$ cat config.mk
export PLATFORM = sky130hd
export DESIGN_NAME = amf0_script_data_parser
export DESIGN_NICKNAME = d
export VERILOG_FILES = /design/src/hdl/amf0_pkg.sv /design/src/hdl/amf0_in_reg.sv /design/src/hdl/amf0_step.sv /design/src/hdl/amf0_out_reg.sv /design/src/hdl/amf0_script_data_parser.sv
export SDC_FILE = /design/constraint.sdc
export NUM_CORES = 1
export LEC_CHECK = 0
export ABC_AREA = 1
export ABC_CLOCK_PERIOD_IN_PS = 3100
export BUFFER_PORTS_ARGS = -buffer_cell sky130_fd_sc_hd__buf_2
export CORE_MARGIN = 5
export CORE_UTILIZATION = 53
export DETAILED_ROUTE_END_ITERATION = 6
export GPL_ROUTABILITY_DRIVEN = 0
export GPL_TIMING_DRIVEN = 0
export PLACE_DENSITY = 0.76
export SYNTH_ARGS = -nofsm -noshare
export SYNTH_HDL_FRONTEND = slang
export SYNTH_SLANG_ARGS = --single-unit
$ cat constraint.sdc
create_clock -name clk -period 3.1 [get_ports clk]
set_clock_uncertainty 0.15 [all_clocks]
set_input_delay 0.31 -clock clk [delete_from_list [all_inputs] [get_ports clk]]
set_output_delay 0.31 -clock clk [all_outputs]
set_load 0.03 [all_outputs]
$ cat src/hdl/amf0_pkg.sv
// Shared types and codes for the AMF0 script-data parser.
// No dependencies; RTL files use scoped names, the testbench imports it.
package amf0_pkg;

  typedef enum logic [3:0] {
    EV_NONE       = 4'd0,
    EV_NAME_CHAR  = 4'd1,
    EV_ARR_COUNT  = 4'd2,
    EV_KEY_CHAR   = 4'd3,
    EV_KEY_DONE   = 4'd4,
    EV_NUMBER     = 4'd5,
    EV_BOOLEAN    = 4'd6,
    EV_STR_CHAR   = 4'd7,
    EV_STR_DONE   = 4'd8,
    EV_OBJ_END    = 4'd9,
    EV_ERROR      = 4'd10
  } event_t;

  localparam logic [1:0] ERR_NONE      = 2'd0;
  localparam logic [1:0] ERR_NOT_ARRAY = 2'd1;
  localparam logic [1:0] ERR_BAD_TYPE  = 2'd2;
  localparam logic [1:0] ERR_BAD_END   = 2'd3;

  localparam logic [7:0] ECMA_ARRAY_MARK = 8'd8;
  localparam logic [7:0] OBJ_END_MARK    = 8'd9;
  localparam logic [7:0] TYPE_NUMBER     = 8'd0;
  localparam logic [7:0] TYPE_BOOLEAN    = 8'd1;
  localparam logic [7:0] TYPE_STRING     = 8'd2;

  localparam int TDATA_OUT_W = 80;

  typedef struct packed {
    logic       start;
    logic [7:0] data;
  } in_word_t;

  typedef struct packed {
    event_t      ev;
    logic [7:0]  ch;
    logic [63:0] val;
    logic [1:0]  err;
  } result_t;

endpackage

$ cat src/hdl/amf0_in_reg.sv
// Input register stage of the AMF0 parser: captures one word per handshake.
// Depends on amf0_pkg.
module amf0_in_reg (
  input  logic               clk,
  input  logic               rst,
  input  logic               s_tvalid,
  output logic               s_tready,
  input  amf0_pkg::in_word_t s_word,
  input  logic               advance,
  output logic               valid,
  output amf0_pkg::in_word_t word
);

  assign s_tready = !valid || advance;

  always_ff @(posedge clk) begin
    if (rst) begin
      valid <= 1'b0;
    end else if (s_tready) begin
      valid <= s_tvalid;
    end
    if (s_tready && s_tvalid) begin
      word <= s_word;
    end
  end

endmodule

$ cat src/hdl/amf0_step.sv
// Parser state and per-byte step logic of the AMF0 parser.
// Depends on amf0_pkg; state advances only when a word moves to the result stage.
module amf0_step (
  input  logic               clk,
  input  logic               rst,
  input  logic               fire,
  input  amf0_pkg::in_word_t word,
  output amf0_pkg::result_t  result
);

  typedef enum logic [3:0] {
    PH_IDLE, PH_NAME_HI, PH_NAME_LO, PH_NAME_CHR,
    PH_ARR_TYPE, PH_COUNT, PH_KEY_HI, PH_KEY_LO,
    PH_END_MARK, PH_KEY_CHR, PH_VAL_TYPE, PH_NUM,
    PH_BOOL, PH_STR_HI, PH_STR_LO, PH_STR_CHR
  } phase_t;

  phase_t      phase, phase_next;
  logic [15:0] byte_counter, byte_counter_next;
  logic [15:0] field_length, field_length_next;
  logic [63:0] value_shift, value_shift_next;

  logic [15:0] cnt_inc;
  logic [15:0] len_full;
  logic [63:0] shifted;
  logic        at_end;

  assign cnt_inc  = byte_counter + 16'd1;
  assign len_full = {field_length[15:8], word.data};
  assign shifted  = {value_shift[55:0], word.data};
  assign at_end   = cnt_inc >= field_length;

  always_comb begin
    phase_next        = phase;
    byte_counter_next = byte_counter;
    field_length_next = field_length;
    value_shift_next  = value_shift;
    result.ev  = amf0_pkg::EV_NONE;
    result.ch  = 8'd0;
    result.val = 64'd0;
    result.err = amf0_pkg::ERR_NONE;
    if (word.start) begin
      phase_next        = PH_NAME_HI;
      byte_counter_next = 16'd0;
      field_length_next = 16'd0;
      value_shift_next  = 64'd0;
    end else begin
      unique case (phase)
        PH_NAME_HI, PH_KEY_HI, PH_STR_HI: begin
          field_length_next = {word.data, 8'd0};
          phase_next        = phase_t'(phase + 4'd1);
        end
        PH_NAME_LO: begin
          field_length_next = len_full;
          byte_counter_next = 16'd0;
          phase_next        = (len_full != 16'd0) ? PH_NAME_CHR : PH_ARR_TYPE;
        end
        PH_NAME_CHR: begin
          result.ev = amf0_pkg::EV_NAME_CHAR;
          result.ch = word.data;
          byte_counter_next = cnt_inc;
          if (at_end) phase_next = PH_ARR_TYPE;
        end
        PH_ARR_TYPE: begin
          if (word.data == amf0_pkg::ECMA_ARRAY_MARK) begin
            phase_next        = PH_COUNT;
            byte_counter_next = 16'd0;
            value_shift_next  = 64'd0;
          end else begin
            result.ev  = amf0_pkg::EV_ERROR;
            result.err = amf0_pkg::ERR_NOT_ARRAY;
            phase_next = PH_IDLE;
          end
        end
        PH_COUNT: begin
          value_shift_next  = shifted;
          byte_counter_next = cnt_inc;
          if (cnt_inc >= 16'd4) begin
            result.ev  = amf0_pkg::EV_ARR_COUNT;
            result.val = {32'd0, shifted[31:0]};
            phase_next = PH_KEY_HI;
          end
        end
        PH_KEY_LO: begin
          field_length_next = len_full;
          byte_counter_next = 16'd0;
          phase_next        = (len_full != 16'd0) ? PH_KEY_CHR : PH_END_MARK;
        end
        PH_END_MARK: begin
          if (word.data == amf0_pkg::OBJ_END_MARK) begin
            result.ev = amf0_pkg::EV_OBJ_END;
          end else begin
            result.ev  = amf0_pkg::EV_ERROR;
            result.err = amf0_pkg::ERR_BAD_END;
          end
          phase_next = PH_IDLE;
        end
        PH_KEY_CHR: begin
          result.ch = word.data;
          byte_counter_next = cnt_inc;
          if (at_end) begin
            result.ev  = amf0_pkg::EV_KEY_DONE;
            phase_next = PH_VAL_TYPE;
          end else begin
            result.ev = amf0_pkg::EV_KEY_CHAR;
          end
        end
        PH_VAL_TYPE: begin
          priority if (word.data == amf0_pkg::TYPE_NUMBER) begin
            phase_next        = PH_NUM;
            byte_counter_next = 16'd0;
            value_shift_next  = 64'd0;
          end else if (word.data == amf0_pkg::TYPE_BOOLEAN) begin
            phase_next = PH_BOOL;
          end else if (word.data == amf0_pkg::TYPE_STRING) begin
            phase_next = PH_STR_HI;
          end else begin
            result.ev  = amf0_pkg::EV_ERROR;
            result.err = amf0_pkg::ERR_BAD_TYPE;
            phase_next = PH_IDLE;
          end
        end
        PH_NUM: begin
          value_shift_next  = shifted;
          byte_counter_next = cnt_inc;
          if (cnt_inc >= 16'd8) begin
            result.ev  = amf0_pkg::EV_NUMBER;
            result.val = shifted;
            phase_next = PH_KEY_HI;
          end
        end
        PH_BOOL: begin
          result.ev  = amf0_pkg::EV_BOOLEAN;
          result.val = {56'd0, word.data};
          phase_next = PH_KEY_HI;
        end
        PH_STR_LO: begin
          field_length_next = len_full;
          byte_counter_next = 16'd0;
          if (len_full != 16'd0) begin
            phase_next = PH_STR_CHR;
          end else begin
            result.ev  = amf0_pkg::EV_STR_DONE;
            phase_next = PH_KEY_HI;
          end
        end
        PH_STR_CHR: begin
          result.ch = word.data;
          byte_counter_next = cnt_inc;
          if (at_end) begin
            result.ev  = amf0_pkg::EV_STR_DONE;
            phase_next = PH_KEY_HI;
          end else begin
            result.ev = amf0_pkg::EV_STR_CHAR;
          end
        end
        PH_IDLE: begin
        end
      endcase
    end
  end

  always_ff @(posedge clk) begin
    if (rst) begin
      phase        <= PH_IDLE;
      byte_counter <= 16'd0;
      field_length <= 16'd0;
      value_shift  <= 64'd0;
    end else if (fire) begin
      phase        <= phase_next;
      byte_counter <= byte_counter_next;
      field_length <= field_length_next;
      value_shift  <= value_shift_next;
    end
  end

endmodule

$ cat src/hdl/amf0_out_reg.sv
// Result register stage of the AMF0 parser: holds one result word until taken.
// Depends on amf0_pkg.
module amf0_out_reg (
  input  logic              clk,
  input  logic              rst,
  input  logic              advance,
  input  logic              in_valid,
  input  amf0_pkg::result_t in_result,
  output logic              valid,
  output amf0_pkg::result_t result
);

  always_ff @(posedge clk) begin
    if (rst) begin
      valid <= 1'b0;
    end else if (advance) begin
      valid <= in_valid;
    end
    if (advance && in_valid) begin
      result <= in_result;
    end
  end

endmodule

$ cat src/hdl/amf0_script_data_parser.sv
// Top level of the AMF0 script-data parser: input stage, step logic, result stage.
// Depends on amf0_pkg, amf0_in_reg, amf0_step and amf0_out_reg.
//
// Usage:
//   The slave stream carries one byte of FLV script-data body per word;
//   s_tuser high marks the first type byte of a record and restarts parsing.
//   The master stream returns exactly one result word per input word:
//   m_tuser is the event code, m_tdata carries the character, the value
//   (array count, raw double bits or boolean byte) and the error code.
// Path: an accepted word waits in the input register until the result stage
//   advances, then passes through the step logic into the result register.
// Throughput: one word per cycle unless m_tready stalls, set by the single
//   pass through the step logic between the two registers; the parser state
//   updates once per word.
// Reset: synchronous rst empties both stages and returns the parser to idle;
//   bytes before the first start flag give the "none" event.
// Stall: when m_tready is low, the result is held and the input stage keeps
//   accepting until it is full; s_tready then drops until the result is taken.
// Errors and the object end stop parsing; later bytes give the "none" event
//   until the next start flag.
module amf0_script_data_parser (
  input  logic        clk,
  input  logic        rst,
  input  logic        s_tvalid,
  output logic        s_tready,
  input  logic [7:0]  s_tdata,   // [7:0] data_byte
  input  logic        s_tuser,   // [0] start_of_record
  output logic        m_tvalid,
  input  logic        m_tready,
  output logic [79:0] m_tdata,   // [7:0] char_byte, [71:8] value_word,
                                 // [73:72] error_code, [79:74] zero
  output logic [3:0]  m_tuser    // [3:0] event_res
);

  amf0_pkg::in_word_t s_word;
  amf0_pkg::in_word_t in_word;
  amf0_pkg::result_t  step_result;
  amf0_pkg::result_t  out_result;
  logic               in_valid;
  logic               advance;
  logic               fire;

  // Advance the pipe whenever the result stage is empty or being drained.
  assign advance = !m_tvalid || m_tready;
  assign fire    = in_valid && advance;

  assign s_word.start = s_tuser;
  assign s_word.data  = s_tdata;

  amf0_in_reg u_in_reg (
    .clk      (clk),
    .rst      (rst),
    .s_tvalid (s_tvalid),
    .s_tready (s_tready),
    .s_word   (s_word),
    .advance  (advance),
    .valid    (in_valid),
    .word     (in_word)
  );

  // Update the parser state only when the word leaves the input stage.
  amf0_step u_step (
    .clk    (clk),
    .rst    (rst),
    .fire   (fire),
    .word   (in_word),
    .result (step_result)
  );

  amf0_out_reg u_out_reg (
    .clk       (clk),
    .rst       (rst),
    .advance   (advance),
    .in_valid  (in_valid),
    .in_result (step_result),
    .valid     (m_tvalid),
    .result    (out_result)
  );

  // Pack the result word, lowest field first, pad to whole bytes.
  assign m_tdata = {6'd0, out_result.err, out_result.val, out_result.ch};
  assign m_tuser = out_result.ev;

endmodule

==> Word-level counts from Yosys, hierarchy flattened <==
Index checks and enable logic that the tools add are counted.
{ "totals": {"regBits": 181, "latchBits": 0, "ram_bits": 0, "romBits": 0, "input_bits": 13, "mem_count": 0} }
{ "classes": {"n_addsub": 2, "n_mul": 0, "n_div": 0, "n_lt_le_gt_ge": 3, "eq_ne": 27, "n_shift": 0, "muxes": 44, "bitwise": 1, "n_reduce_logical": 24} }
{ "ops": {"columns": ["operator", "n"], "rows": [
  ["$pmux 64 s3", 1],
  ["$mux 56", 3],
  ["$pmux 56 s3", 1],
  ["$mux 16", 4],
  ["$mux 4", 16],
  ["$mux 64", 1],
  ["$pmux 16 s4", 1],
  ["$pmux 4 s13", 1],
  ["$pmux 4 s10", 1],
  ["$eq 4x4->1 const B", 8],
  ["$mux 32", 1],
  ["$pmux 16 s2", 1],
  ["$ne 3x2->1 const B", 7],
  ["$add 16x1->16 const B", 1],
  ["$eq 4x3->1 const B", 4],
  ["$eq 8x4->1 const B", 2],
  ["$ge 16x16->1", 1],
  ["$ge 16x3->1 const B", 1],
  ["$ge 16x4->1 const B", 1],
  ["$reduce_bool 16->1", 1],
  ["$reduce_bool 14->1", 1],
  ["$mux 2", 6],
  ["$mux 3", 4],
  ["$reduce_or 3->1", 3],
  ["23 further kinds", 30]
]} }

==> Logic depth before layout (Yosys ltp) <==
{ "depth": {"depth_word": 6, "mapped_depth": 21} }

==> Hierarchy <==
A second synthesis with hierarchy kept.
{ "hier_totals": {"hier_cells": 1012, "hier_area_um2": 8710.9} }
{ "modules_own_cells": {"columns": ["module", "instances", "cells_each", "area_each_um2", "seq_area_each_um2"], "rows": [
  ["amf0_step", 1, 902, 5938.2, 1841.8],
  ["amf0_out_reg", 1, 84, 2386.0, 2362.3],
  ["amf0_in_reg", 1, 15, 317.8, 290.3],
  ["amf0_script_data_parser", 1, 11, 68.8, 0.0]
]} }

==> Worst setup path before layout <==
Ideal clock, no wire load.
{ "synth_timing": {"kind": "register to register", "from": "register u_out_reg.valid", "to": "register u_step.field_length[11]", "setup_time_ns": 0.134, "arrival_ns": 3.034, "required_ns": 2.816, "slack_ns": -0.218, "path_stages_with_launch": 8, "period_less_slack_ns": 3.318, "path_cell_list": "dfxtp_1 -> nand2_1 -> nand2_1 -> inv_1 -> nand2_1 -> buf_2 -> a21oi_1 -> a211oi_1"} }
{ "synth_via": {"elab_chain_cells": 4} }
{ "synth_rtl": {"columns": ["item", "line_no", "text"], "rows": [
  ["start, declared", "amf0_out_reg.sv:9", "output logic valid,"],
  ["start signal, assigned", "amf0_out_reg.sv:17", "valid <= in_valid;"],
  ["$logic_not 1->1", "amf0_script_data_parser.sv:44", "assign advance = !m_tvalid || m_tready;"],
  ["$logic_or 1x1->1", "amf0_script_data_parser.sv:44", null],
  ["$logic_and 1x1->1", "amf0_script_data_parser.sv:45", "assign fire = in_valid && advance;"],
  ["net fire", "amf0_script_data_parser.sv:41", "logic fire;"],
  ["$reduce_and 3->1 (no line)", null, null],
  ["end signal, assigned", "amf0_step.sv:172", "field_length <= field_length_next;"],
  ["end, declared", "amf0_step.sv:20", "logic [15:0] field_length, field_length_next;"]
]} }
The timed path passes the listed nets, and every way through them passes these cells.
A chain may end at the register's enable or synchronous reset.

==> Worst setup path after layout <==
{ "layout_timing": {"from": "register u_step.byte_counter[0]", "to": "register u_step.phase[2]"} }
{ "layout_via": {"elab_chain_cells": 4} }
{ "layout_rtl": {"columns": ["item", "line_no", "text"], "rows": [
  ["start, declared", "amf0_step.sv:19", "logic [15:0] byte_counter, byte_counter_next;"],
  ["start signal, assigned", "amf0_step.sv:171", "byte_counter <= byte_counter_next;"],
  ["$add 16x1->16 (*)", "amf0_step.sv:28", "assign cnt_inc = byte_counter + 16'd1;"],
  ["$ge 16x16->1 (tied with other cells)", "amf0_step.sv:31", "assign at_end = cnt_inc >= field_length;"],
  ["$ne 3x2->1 (no line)", null, null],
  ["$reduce_and 7->1 (no line) (*)", null, null],
  ["end signal, assigned", "amf0_step.sv:170", "phase <= phase_next;"],
  ["end, declared", "amf0_step.sv:18", "phase_t phase, phase_next;"]
]} }
Mark *: on every way between the ends. The rest lies on a longest branch, timed or not.

==> tab_implementation.tex <==
\begin{tabular}{lr}
\hline
Metric & Value \\
\hline
\multicolumn{2}{l}{\textbf{Worst setup path}} \\
Cell class contributing the biggest share of worst-path delay & simple AND/OR/NAND/NOR gates \\
Worst path depth & 18 \\
Worst r2r path cells & 18 \\
Sort of element at the end of the critical path & flop \\
Library cell contributing the largest single delay on the critical path & sky130\_fd\_sc\_hd\_\_dfxtp\_4 \\
Worst Path Required & 3280 ps \\
Max incr delay on CP & 390 ps \\
Highest fanout seen on the critical path & 8 \\
Destination of the critical timing path & u\_step.phase[2] \\
CP Launch Point & u\_step.byte\_counter[0] \\
Worst path cell trace & ha\_2, nand3\_2, nor2\_4, nand4\_1, xor2\_1, inv\_1, ha\_1, nand2\_1, nor2\_2, nand3\_1, nor2\_2, a21oi\_2, nand3\_1, nand2\_1, nor2\_4, nand3\_1, nand2\_1, nor2\_1 \\
Data arrival time of the critical path & 3060 ps \\
Critical R2R Launch & u\_step.byte\_counter[0] \\
RR Endpoint & u\_step.phase[2] \\
Flop2flop setup slack & 220 ps \\
Type of the setup path with the least slack & flop to flop \\
Setup crit start kind & flop \\
Buffers plus inverters on the worst setup path & 1 \\
\multicolumn{2}{l}{\textbf{Floorplan}} \\
FP Rows & 46 \\
I/O pin cnt & 99 \\
Initial Util & 54.0\% \\
Area of the placeable core & 15900 um\^{}2 \\
Die height & 137 um \\
Floorplan die area & 18800 um\^{}2 \\
DIE WIDTH & 137 um \\
\multicolumn{2}{l}{\textbf{Timing}} \\
\# setup viols final & 0 \\
Pins over their slew limit & 0 \\
Crit share post-route & 92.9\% \\
Worst Max-Slew Pin Slew & 860 ps \\
Time the worst path needs with I/O delays and setup & 2880 ps \\
Headroom to the max-slew limit & 42.6\% \\
Setup slack of the critical path after layout & 221 ps \\
Achievable Freq & 0.347 GHz \\
Final count of hold timing violations & 0 \\
\multicolumn{2}{l}{\textbf{Synth}} \\
Post-Synthesis Cells & 987 \\
Most instantiated flip-flop cell in the synthesis netlist & sky130\_fd\_sc\_hd\_\_dfxtp\_1 \\
Yosys cell types & 45 \\
Synth Cell Area & 8580 um\^{}2 \\
Count of warnings emitted by yosys & 0 \\
Number of synthesized register bits & 181 \\
Proportion of synthesized chip area in sequential cells & 52.4\% \\
Share of async-settable or async-resettable flops after synthesis & 0\% \\
Biggest area consumer among synthesized cells & sky130\_fd\_sc\_hd\_\_edfxtp\_1 \\
EDFF count, synth & 87 \\
Proportion of netlist area held by the largest area contributor & 30.4\% \\
Cells taking the most area after synthesis & sky130\_fd\_sc\_hd\_\_edfxtp\_1, sky130\_fd\_sc\_hd\_\_dfxtp\_1, sky130\_fd\_sc\_hd\_\_nand2\_1, sky130\_fd\_sc\_hd\_\_a21oi\_1, sky130\_fd\_sc\_hd\_\_inv\_1 \\
Average size of a mapped cell & 8.70 um\^{}2 \\
\multicolumn{2}{l}{\textbf{GRT}} \\
Antenna violations before repair & 0 \\
Maximum number of pins on one net before global-route repair & 42 \\
Vias in the first global route & 6409 \\
Leftover overflow at the end of global routing & 0 \\
Wire length of the first global-routing pass & 31.1 mm \\
Gr usage total & 21.0\% \\
\multicolumn{2}{l}{\textbf{Routing}} \\
DRC violation count after routing & 0 \\
Routed Wire Length & 19.4 mm \\
Number of iterations in the first detailed-routing pass & 6 \\
Post-route ant nets & 0 \\
Initial DRC Count & 512 \\
Number of vias per cell & 5.28 \\
Average routed wire per standard cell & 14.4 um \\
Via Count & 7112 \\
\multicolumn{2}{l}{\textbf{Power and ir drop}} \\
Leakage power & 0.00400 uW \\
Total design power & 5240 uW \\
PwrDens & 522 nW/um\^{}2 \\
Maximum resistive drop on vdd & 0.436 mV \\
\multicolumn{2}{l}{\textbf{Clocking}} \\
Number of buffers between clock root and the deepest sink & 2 \\
Number of sinks on the clock net & 181 \\
Insertion delay to the later sink of the worst-skew pair & 430 ps \\
TritonCTS clock tree & built \\
Clock edge transition at the registers on the reported setup and hold paths & 60 ps \\
CTS buffer count & 17 \\
Number of H-tree branching levels & 4 \\
Clk Tree Root Cell & sky130\_fd\_sc\_hd\_\_clkbuf\_16 \\
\multicolumn{2}{l}{\textbf{Hold path}} \\
Worst Hold Depth & 4 \\
Type of the most critical hold path & input pin to flop \\
\multicolumn{2}{l}{\textbf{Job}} \\
Maximum capacitance violations & 0 \\
\multicolumn{2}{l}{\textbf{Layout}} \\
Area grow syn2layout & 16.9\% \\
Post-route cell area & 10000 um\^{}2 \\
Share of post-route cells with drive strength above 1 & 18.9\% \\
Commonest non-fill, non-tap cell in the layout & sky130\_fd\_sc\_hd\_\_nand2\_1 \\
Number of nets at the end of the flow & 1152 \\
\# diodes & 0 \\
Total of fill cells in the finished design & 1333 \\
Leading cell types in the layout, fill and taps excluded & sky130\_fd\_sc\_hd\_\_nand2\_1, sky130\_fd\_sc\_hd\_\_inv\_1, sky130\_fd\_sc\_hd\_\_buf\_2, sky130\_fd\_sc\_hd\_\_a21oi\_1, sky130\_fd\_sc\_hd\_\_dfxtp\_1 \\
\multicolumn{2}{l}{\textbf{Placed design}} \\
Port Buffers & 91 \\
Worst setup timing slack at the placement stage & -22.3 ps \\
Post-placement cell area & 9350 um\^{}2 \\
Hpwl dp & 14.5 mm \\
\multicolumn{2}{l}{\textbf{Run status}} \\
Status & finished, final reports clean \\
\hline
\end{tabular}
[final cells by class]
class	count	area (um^2)	share of cell area, %
clock inverters	11	82.6	0.823
plain buffers	61	343	3.42
repair buffers	107	613	6.11
flip-flops and latches	181	4500	44.8
multi-input cells	632	3340	33.3
clock buffers	21	440	4.39
well taps	216	270	2.69
inverters	118	449	4.48
[layer usage]
metal	part of all wire [%]	GRT usage, %	vias up
met5	0	0	-
met4	2.3	7.82	0
met3	5.7	4.02	47
met2	49	35.7	239
met1	43	26.6	3236
li1	-	-	3590
[where the power goes]
part / switching [uW] / internal (uW)
combinational: 478 / 211
sequential: 42.0 / 2590
clock: 895 / 1030
[cells by family after synthesis]
family | synth area share [%]
fa+ha+maj | 3.06
compound gates | 11.2
other cells | 0.0437
xor+xnor | 0.918
simple gates | 23.3
buf+inv | 9.18
flops | 52.4
[tightest hold or removal path: stages]
cell	delay (ps)
sky130_fd_sc_hd__buf_2	80
sky130_fd_sc_hd__inv_1	40
sky130_fd_sc_hd__nand2_1	70
sky130_fd_sc_hd__a21oi_1	60
[flip-flops by register name (all words and copies together), names as in the netlist]
name                 count
u_step.phase             4
u_out_reg.valid          1
u_step.field_length     16
u_step.value_shift      56
u_in_reg.valid           1
u_in_reg.word            9
u_out_reg.result        78
u_step.byte_counter     16
[Yosys cell counts, types with 5 or more instances]
cell type,instances
sky130_fd_sc_hd__o21ai_0,11
sky130_fd_sc_hd__clkbuf_1,20
sky130_fd_sc_hd__buf_6,5
sky130_fd_sc_hd__nor2_2,24
sky130_fd_sc_hd__xor2_1,7
sky130_fd_sc_hd__buf_4,10
sky130_fd_sc_hd__inv_1,110
sky130_fd_sc_hd__inv_2,6
sky130_fd_sc_hd__dfxtp_1,94
sky130_fd_sc_hd__a211oi_1,34
sky130_fd_sc_hd__nor2_1,81
sky130_fd_sc_hd__nand3_1,48
sky130_fd_sc_hd__nor3_1,16
sky130_fd_sc_hd__a21oi_1,96
sky130_fd_sc_hd__buf_1,11
sky130_fd_sc_hd__a31oi_1,10
sky130_fd_sc_hd__ha_1,21
sky130_fd_sc_hd__nand2_1,194
sky130_fd_sc_hd__nand4_1,51
sky130_fd_sc_hd__edfxtp_1,87
sky130_fd_sc_hd__buf_2,13
[repair_timing]
item                                    CTS  global route
pin swaps                                 0             4
hold buffers                             10             0
gates cloned                              0             0
resized for setup                         1            10
endpoints found under the hold margin    10             0
endpoints found under the setup margin    5             8
setup buffers                             0             5
[worst min path at each step]
stage	end	slack [ps]	startpoint
floorplan	u_in_reg.word[0]	260	s_tdata[0]
global placement	u_step.value_shift[48]	310	u_step.value_shift[48]
detailed placement	u_step.value_shift[50]	310	u_step.value_shift[50]
CTS	u_out_reg.valid	10	m_tready
global route	u_out_reg.valid	60	m_tready
finish	u_out_reg.valid	20	m_tready
[stage by stage]
stage | TNS, ps | utilization, % | instances | hold WS, ps
floorplan | 0 | - | 992 | 259
global placement | -3410 | 58.8 | 1299 | 308
detailed placement | -24.5 | 58.9 | 1300 | 309
CTS | 0 | 62.8 | 1342 | 14.6
global route | -9.98 | 63.2 | 1347 | 62.1
finish | 0 | 63.2 | 1347 | 21.7
No activity file was read; power rests on OpenSTA's default activity.
